$ cat src/hw/rtl/ssr_pkg.sv
`default_nettype none
// ============================================================================
// ssr_pkg: shared types and constants for the subset-sum reachability block
// Holds the bitmap geometry, the payload structs of both channels and the
// command bundle that the controller sends to the datapath.
// ============================================================================
package ssr_pkg;

    // Bitmap geometry: one bit per sum from zero to SUM_LIMIT.
    localparam int SUM_LIMIT = 8191;
    localparam int WORD_BITS = 64;
    localparam int NWORDS    = SUM_LIMIT / WORD_BITS + 1;
    localparam int ADDR_W    = $clog2(NWORDS);
    localparam int BIT_W     = $clog2(WORD_BITS);
    localparam int VAL_W     = 13;
    // Step counter holds 0 .. NWORDS, one step per source word plus one.
    localparam int CNT_W     = ADDR_W + 1;
    localparam int DATA_W    = 32;
    localparam int PADDR_W   = 3;

    // Register indexes of the configuration port.
    localparam logic REG_TARGET_SUM = 1'b0;

    typedef logic [WORD_BITS-1:0] word_t;

    typedef struct packed {
        logic             first_item;
        logic [VAL_W-1:0] element_value;
    } in_item_t;

    typedef struct packed {
        logic target_reachable;
        logic sums_truncated;
    } out_item_t;

    // Commands from the controller to the datapath.
    typedef struct packed {
        logic             start;
        logic             step;
        logic [CNT_W-1:0] cnt;
        logic             lookup;
        logic             capture;
    } ssr_cmd_t;

    // Value that a bitmap word holds after a clear: only the empty sum.
    function automatic word_t reset_word(input logic [ADDR_W-1:0] addr);
        word_t w;
        w = '0;
        if (addr == '0)
        begin
            w[0] = 1'b1;
        end
        return w;
    endfunction

endpackage
`default_nettype wire

$ cat src/hw/rtl/ssr_ctrl.sv
`default_nettype none
// ============================================================================
// ssr_ctrl: sequencer of the subset-sum reachability block
// Accepts an element, steps the datapath through one pass over the bitmap,
// looks up the target word and hands the result to the output register.
// ============================================================================
module ssr_ctrl
    import ssr_pkg::*;
(
    input  wire logic     clk,
    input  wire logic     rst_n,
    input  wire logic     in_valid,
    output logic          in_ready,
    output logic          out_valid,
    input  wire logic     out_ready,
    output ssr_cmd_t      cmd
);

    typedef enum logic [4:0] {
        S_IDLE  = 5'b00001,
        S_SCAN  = 5'b00010,
        S_FLUSH = 5'b00100,
        S_LOOK  = 5'b01000,
        S_DONE  = 5'b10000
    } state_t;

    localparam logic [CNT_W-1:0] STEP_LAST = CNT_W'(NWORDS);

    state_t           state_reg, state_next;
    logic [CNT_W-1:0] cnt_reg, cnt_next;
    logic             out_valid_reg, out_valid_next;
    logic             start;
    logic             capture;

    assign in_ready  = (state_reg == S_IDLE);
    assign out_valid = out_valid_reg;
    assign start     = in_valid && in_ready;
    assign capture   = (state_reg == S_DONE) && (!out_valid_reg || out_ready);

    // Commands to the datapath.
    always_comb
    begin
        cmd.start   = start;
        cmd.step    = (state_reg == S_SCAN);
        cmd.cnt     = cnt_reg;
        cmd.lookup  = (state_reg == S_LOOK);
        cmd.capture = capture;
    end

    // Next state and step counter.
    always_comb
    begin
        state_next = state_reg;
        cnt_next   = cnt_reg;
        case (state_reg)
            S_IDLE:
            begin
                if (start)
                begin
                    state_next = S_SCAN;
                    cnt_next   = '0;
                end
            end
            S_SCAN:
            begin
                if (cnt_reg == STEP_LAST)
                begin
                    state_next = S_FLUSH;
                end
                else
                begin
                    cnt_next = cnt_reg + 1'b1;
                end
            end
            S_FLUSH: state_next = S_LOOK;
            S_LOOK:  state_next = S_DONE;
            S_DONE:
            begin
                if (capture)
                begin
                    state_next = S_IDLE;
                end
            end
            default: state_next = S_IDLE;
        endcase
    end

    // The output slot fills on capture and empties on a transfer.
    always_comb
    begin
        out_valid_next = out_valid_reg;
        if (capture)
        begin
            out_valid_next = 1'b1;
        end
        else if (out_ready)
        begin
            out_valid_next = 1'b0;
        end
    end

    always_ff @(posedge clk or negedge rst_n)
    begin
        if (!rst_n)
        begin
            state_reg     <= S_IDLE;
            cnt_reg       <= '0;
            out_valid_reg <= 1'b0;
        end
        else
        begin
            state_reg     <= state_next;
            cnt_reg       <= cnt_next;
            out_valid_reg <= out_valid_next;
        end
    end

endmodule
`default_nettype wire

$ cat config.mk
export PLATFORM = sky130hd
export DESIGN_NAME = ssr_ctrl
export DESIGN_NICKNAME = d
export VERILOG_FILES = /design/src/hw/rtl/ssr_pkg.sv /design/src/hw/rtl/ssr_ctrl.sv
export SDC_FILE = /design/constraint.sdc
export NUM_CORES = 1
export LEC_CHECK = 0
export ABC_AREA = 1
export ABC_CLOCK_PERIOD_IN_PS = 1900
export BUFFER_PORTS_ARGS = -buffer_cell sky130_fd_sc_hd__buf_2
export CORE_MARGIN = 2
export CORE_UTILIZATION = 45
export CTS_BUF_LIST = sky130_fd_sc_hd__clkbuf_2
export CTS_CLUSTER_DIAMETER = 60
export DETAILED_ROUTE_END_ITERATION = 10
export HOLD_SLACK_MARGIN = 0.12
export PLACE_DENSITY = 0.77
export SKIP_CTS_REPAIR_TIMING = 1
export SYNTH_ARGS = -nofsm -noshare
export SYNTH_HDL_FRONTEND = slang
export SYNTH_SLANG_ARGS = --single-unit
$ cat constraint.sdc
create_clock -name clk -period 1.9 [get_ports clk]
set_clock_uncertainty 0.05 [all_clocks]
set_input_delay 0.19 -clock clk [delete_from_list [all_inputs] [get_ports clk]]
set_output_delay 0.19 -clock clk [all_outputs]
set_load 0.01 [all_outputs]
==> Yosys cells after proc, flatten, opt, wreduce, memory -nomap -nowiden <==
Index checks and enable logic that the tools add are counted.
Widths: inputs -> output; s select.
{ "classes": {"reduce_logical": 8, "n_eq_ne": 10, "muxes": 9, "addsub": 1} }
{ "ops": {"columns": ["op", "n"], "rows": [
  ["$pmux 5 s5", 1],
  ["$mux 8", 2],
  ["$pmux 8 s2", 1],
  ["$mux 5", 3],
  ["$add 8x1->8 const B", 1],
  ["$eq 8x8->1 const B", 1],
  ["$reduce_and 3->1", 2],
  ["$eq 5x1->1 const B", 1],
  ["$eq 5x2->1 const B", 1],
  ["$eq 5x3->1 const B", 1],
  ["$eq 5x4->1 const B", 1],
  ["$eq 5x5->1 const B", 1],
  ["$ne 2x1->1 const B", 2],
  ["$ne 2x2->1 const B", 2],
  ["$reduce_bool 2->1", 2],
  ["$logic_and 1x1->1", 2],
  ["$mux 1", 2],
  ["$logic_not 1->1", 1],
  ["$logic_or 1x1->1", 1]
]} }
{ "word_totals": {"word_cells": 31, "input_bits": 4, "ff_bits": 14, "output_inout_bits": 14} }

==> Logic depth before layout (Yosys ltp) <==
{ "logic_depth": {"word_depth": 5, "ltp_mapped": 9, "depth_no_buf": 9} }

==> Worst setup path before layout <==
No wires, ideal clock.
{ "synth_path": {"path_type": "register to register", "from": "reg cnt_reg[0]", "to": "reg state_reg[0]", "path_slack_ns": 0.564, "required_time_ns": 1.778, "stages_incl_launch_ff": 10, "arrival_time_ns": 1.215, "cell_sequence": "dfrtp_1 -> inv_1 -> ha_1 -> inv_1 -> nor2_1 -> nand2_1 -> nand2_2 -> buf_6 -> nand2_1 -> o21ai_1"} }
{ "synth_via": {"elab_chain_cells": 3} }
{ "synth_rtl": {"columns": ["element", "line_no", "text"], "rows": [
  ["start, declared", "ssr_ctrl.sv:30", "logic [CNT_W-1:0] cnt_reg, cnt_next;"],
  ["start signal, assigned", "ssr_ctrl.sv:113", "cnt_reg <= cnt_next;"],
  ["$eq 8x8->1", "ssr_ctrl.sv:66", "if (cnt_reg == STEP_LAST)"],
  ["$ne 2x1->1 (no source line)", null, null],
  ["$reduce_and 3->1 (no source line)", null, null],
  ["end signal, assigned", "ssr_ctrl.sv:112", "state_reg <= state_next;"],
  ["end, declared", "ssr_ctrl.sv:29", "state_t state_reg, state_next;"]
]} }
No other way between the ends.
A chain may end at the register's enable or synchronous reset.

==> results_dict.tcl <==
set metrics [dict create \
    status "finished clean" \
    worstPathArrival_ns 1.43 \
    ioPinCount 18 \
    crit_chain "nor2_4 > inv_2 > nor2_4 > buf_2" \
    largest_register_ffs 8 \
    worstMarginPinSlew_ns 0.315 \
    r2r-start "state_reg[2]" \
    dieArea_sq_um 2300 \
    crit_slowest_cell "dfrtp_1" \
    crit_type "register to primary output" \
    rsz0062_at_grt "false" \
    n_antenna_cell 0 \
    cp_common_cell "nor2_4" \
    power_density_nw_per_um2 1040 \
    grt_pass1_wl_mm 2.68 \
    rows 15 \
    synth_xor_area_share_pct 0 \
    synth_area_sq_um 868 \
    worstSkewPairLatency_ns 0.28 \
    drt_iter0_drc 21 \
    synth_cells 115 \
    die_width_um 47.9 \
    critPathLaunch "state_reg[2]" \
    drc 0 \
    gpl.final_weighted_congestion 0.851 \
    slowest_delay_ns 0.45 \
    critPathBufInv 2 \
    fmax_mhz 599 \
    layout_min_cycle_time_ns 1.67 \
    hold_class "input port to register" \
    yosys_warnings 0 \
    min_period_over_period_pct 87.9 \
    min_from "in_valid" \
    ir_worst_vdd_mv 0.488 \
    path_delay_family "flip-flops" \
    wl_per_cell_um 11.1 \
    root_buffer "clkbuf_2" \
    ys_ff_latch 14 \
    dr.pass1.iters 4 \
    synth_top_family_by_area "simple AND/OR/NAND/NOR gates" \
    synth_compound_area_share_pct 5.91 \
    grt_usage_pct 17.2 \
    start_util_pct 49.2 \
    maxSlewViolCount 0 \
    fp.dieH_um 47.9 \
    drive_above_1_share_pct 21.2 \
    fillCellCount 188 \
    critPathMaxFanout 12 \
    postRouteAntennaNets 0 \
    clockBufferDepth 2 \
    nNetsFinal 139 \
    numCtsBuffers 3 \
    cts_sinks 14 \
    slew_headroom_pct 79.0 \
    synth.mux.area_fraction_pct 0 \
    syn_to_final_growth_pct 11.8 \
    io_buffers 17 \
    total_leakage_power_nw 0.536 \
    htreeDepth 1 \
    overflow 0 \
    syn_area_per_cell_sq_um 7.55 \
    synth-seq-area-share_pct 40.5 \
    finalSetupTns_ns 0 \
    synth_nets 121 \
    dp_hpwl_mm 1.35 \
    grt_pass1_vias 651 \
    max_cap_viol_count 0 \
    viasPerCell 4.94 \
    yosys.area_share.simple_pct 36.9 \
    cts_tree "done" \
    cp-end-kind "primary output" \
    num_vias 775 \
    antenna_found_initial 0 \
    synthAdderAreaFrac_pct 2.88 \
    clk_pin_slew_worst_paths_ns 0.14 \
    finalSetupViolations 0 \
    hold_violations 0 \
    drt-total-wl_mm 1.75 \
    reg2reg_setup_slack_ns 0.36 \
    coreArea_sq_um 1760 \
    fin_total_pwr_w 0.00101 \
    cp-start-kind "register" \
    critPathRequiredTime_ns 1.66 \
    synth_cell_types 19 \
    grt_max_degree 15 \
]
worst reg2reg max path, cell delays in order (launching register included):
cell and delay [ns]:
dfrtp_1 0.45, nor2_4 0.15, inv_2 0.07, nor2_4 0.28, nand2_2 0.22, nand2_4 0.13
nand3_1 0.08, nand2_1 0.07
Yosys cell counts:
library cell / count / area [sq um]
nand2_1: 22 / 82.6
nand3_1: 19 / 95.1
inv_1: 17 / 63.8
nor2_1: 14 / 52.6
dfrtp_1: 13 / 325
o21ai_0: 6 / 30.0
buf_4: 4 / 30.0
nor2_4: 3 / 33.8
buf_6: 2 / 22.5
ha_1: 2 / 25.0
nand2_4: 2 / 22.5
nand3b_1: 2 / 15.0
nand4_1: 2 / 12.5
o21ai_1: 2 / 10.0
a21oi_1: 1 / 5.00
a31oi_1: 1 / 6.26
dfstp_2: 1 / 26.3
inv_2: 1 / 3.75
nand2_2: 1 / 6.26
area by class of cell:
class	count	area (sq um)	share of cell area [%]
sequential	14	352	36.2
inverter	18	67.6	6.96
clock inverter	1	3.75	0.387
multi-input combinational	77	397	40.9
tap	25	31.3	3.22
clock buffer	3	15.0	1.55
timing repair buffer	19	105	10.8
worst paths after layout:
| path | to | depth (start not counted) |
|---|---|---|
| worst max-delay path | cmd[10] | 4 |
| min in group asynchronous | cnt_reg[0] | 2 |
| worst min register to register | out_valid | 2 |
| worst min-delay path | state_reg[0] | 4 |
| worst max register to register | cnt_reg[2] | 7 |
| max in group asynchronous | state_reg[0] | 2 |
stage by stage:
stage	util (%)	cells	worst slack [ns]	hold WS (ns)	instance area, sq um
after global routing	55.0	157	0.121	0.168	971
after floorplan	-	115	0.564	-0.156	868
final	55.0	157	0.230	0.130	971
after detailed placement	52.8	151	0.382	0.0536	932
after CTS	53.9	155	0.216	-0.272	951
after global placement	52.8	151	0.423	0.0495	932
routing by layer:
| layer | vias up | wire [um] | GRT usage [%] |
|---|---|---|---|
| met4 | 0 | 35 | 8.11 |
| li1 | 395 | - | - |
| met5 | - | 0 | 0 |
| met1 | 357 | 812 | 21.3 |
| met2 | 18 | 821 | 28.5 |
| met3 | 5 | 77 | 3.40 |
cells in the final DEF (no fill, tap or decap), types with 3 or more instances in the layout:
| cell type | synthesis | final |
|---|---|---|
| inv_1 | 17 | 17 |
| nand3_1 | 19 | 19 |
| buf_2 | 0 | 17 |
| nor2_4 | 3 | 3 |
| clkbuf_2 | 0 | 3 |
| dfrtp_1 | 13 | 13 |
| nor2_1 | 14 | 14 |
| o21ai_0 | 6 | 6 |
| nand2_1 | 22 | 22 |
report_power, final:
group	total [W]	internal (W)	switching [W]
logic	0.000463	0.000160	0.000303
registers	0.000405	0.000357	0.0000486
clock network	0.000144	0.0000457	0.0000979
total	0.00101	0.000562	0.000449
cells by family after synthesis:
logic type,after synthesis
AO/OA/AOI/OAI,10
adder cells (fa/ha/maj),2
buffers and inverters,24
flip-flops,14
AND/OR/NAND/NOR,65
Note: power is estimated with default switching activity, not from simulation.
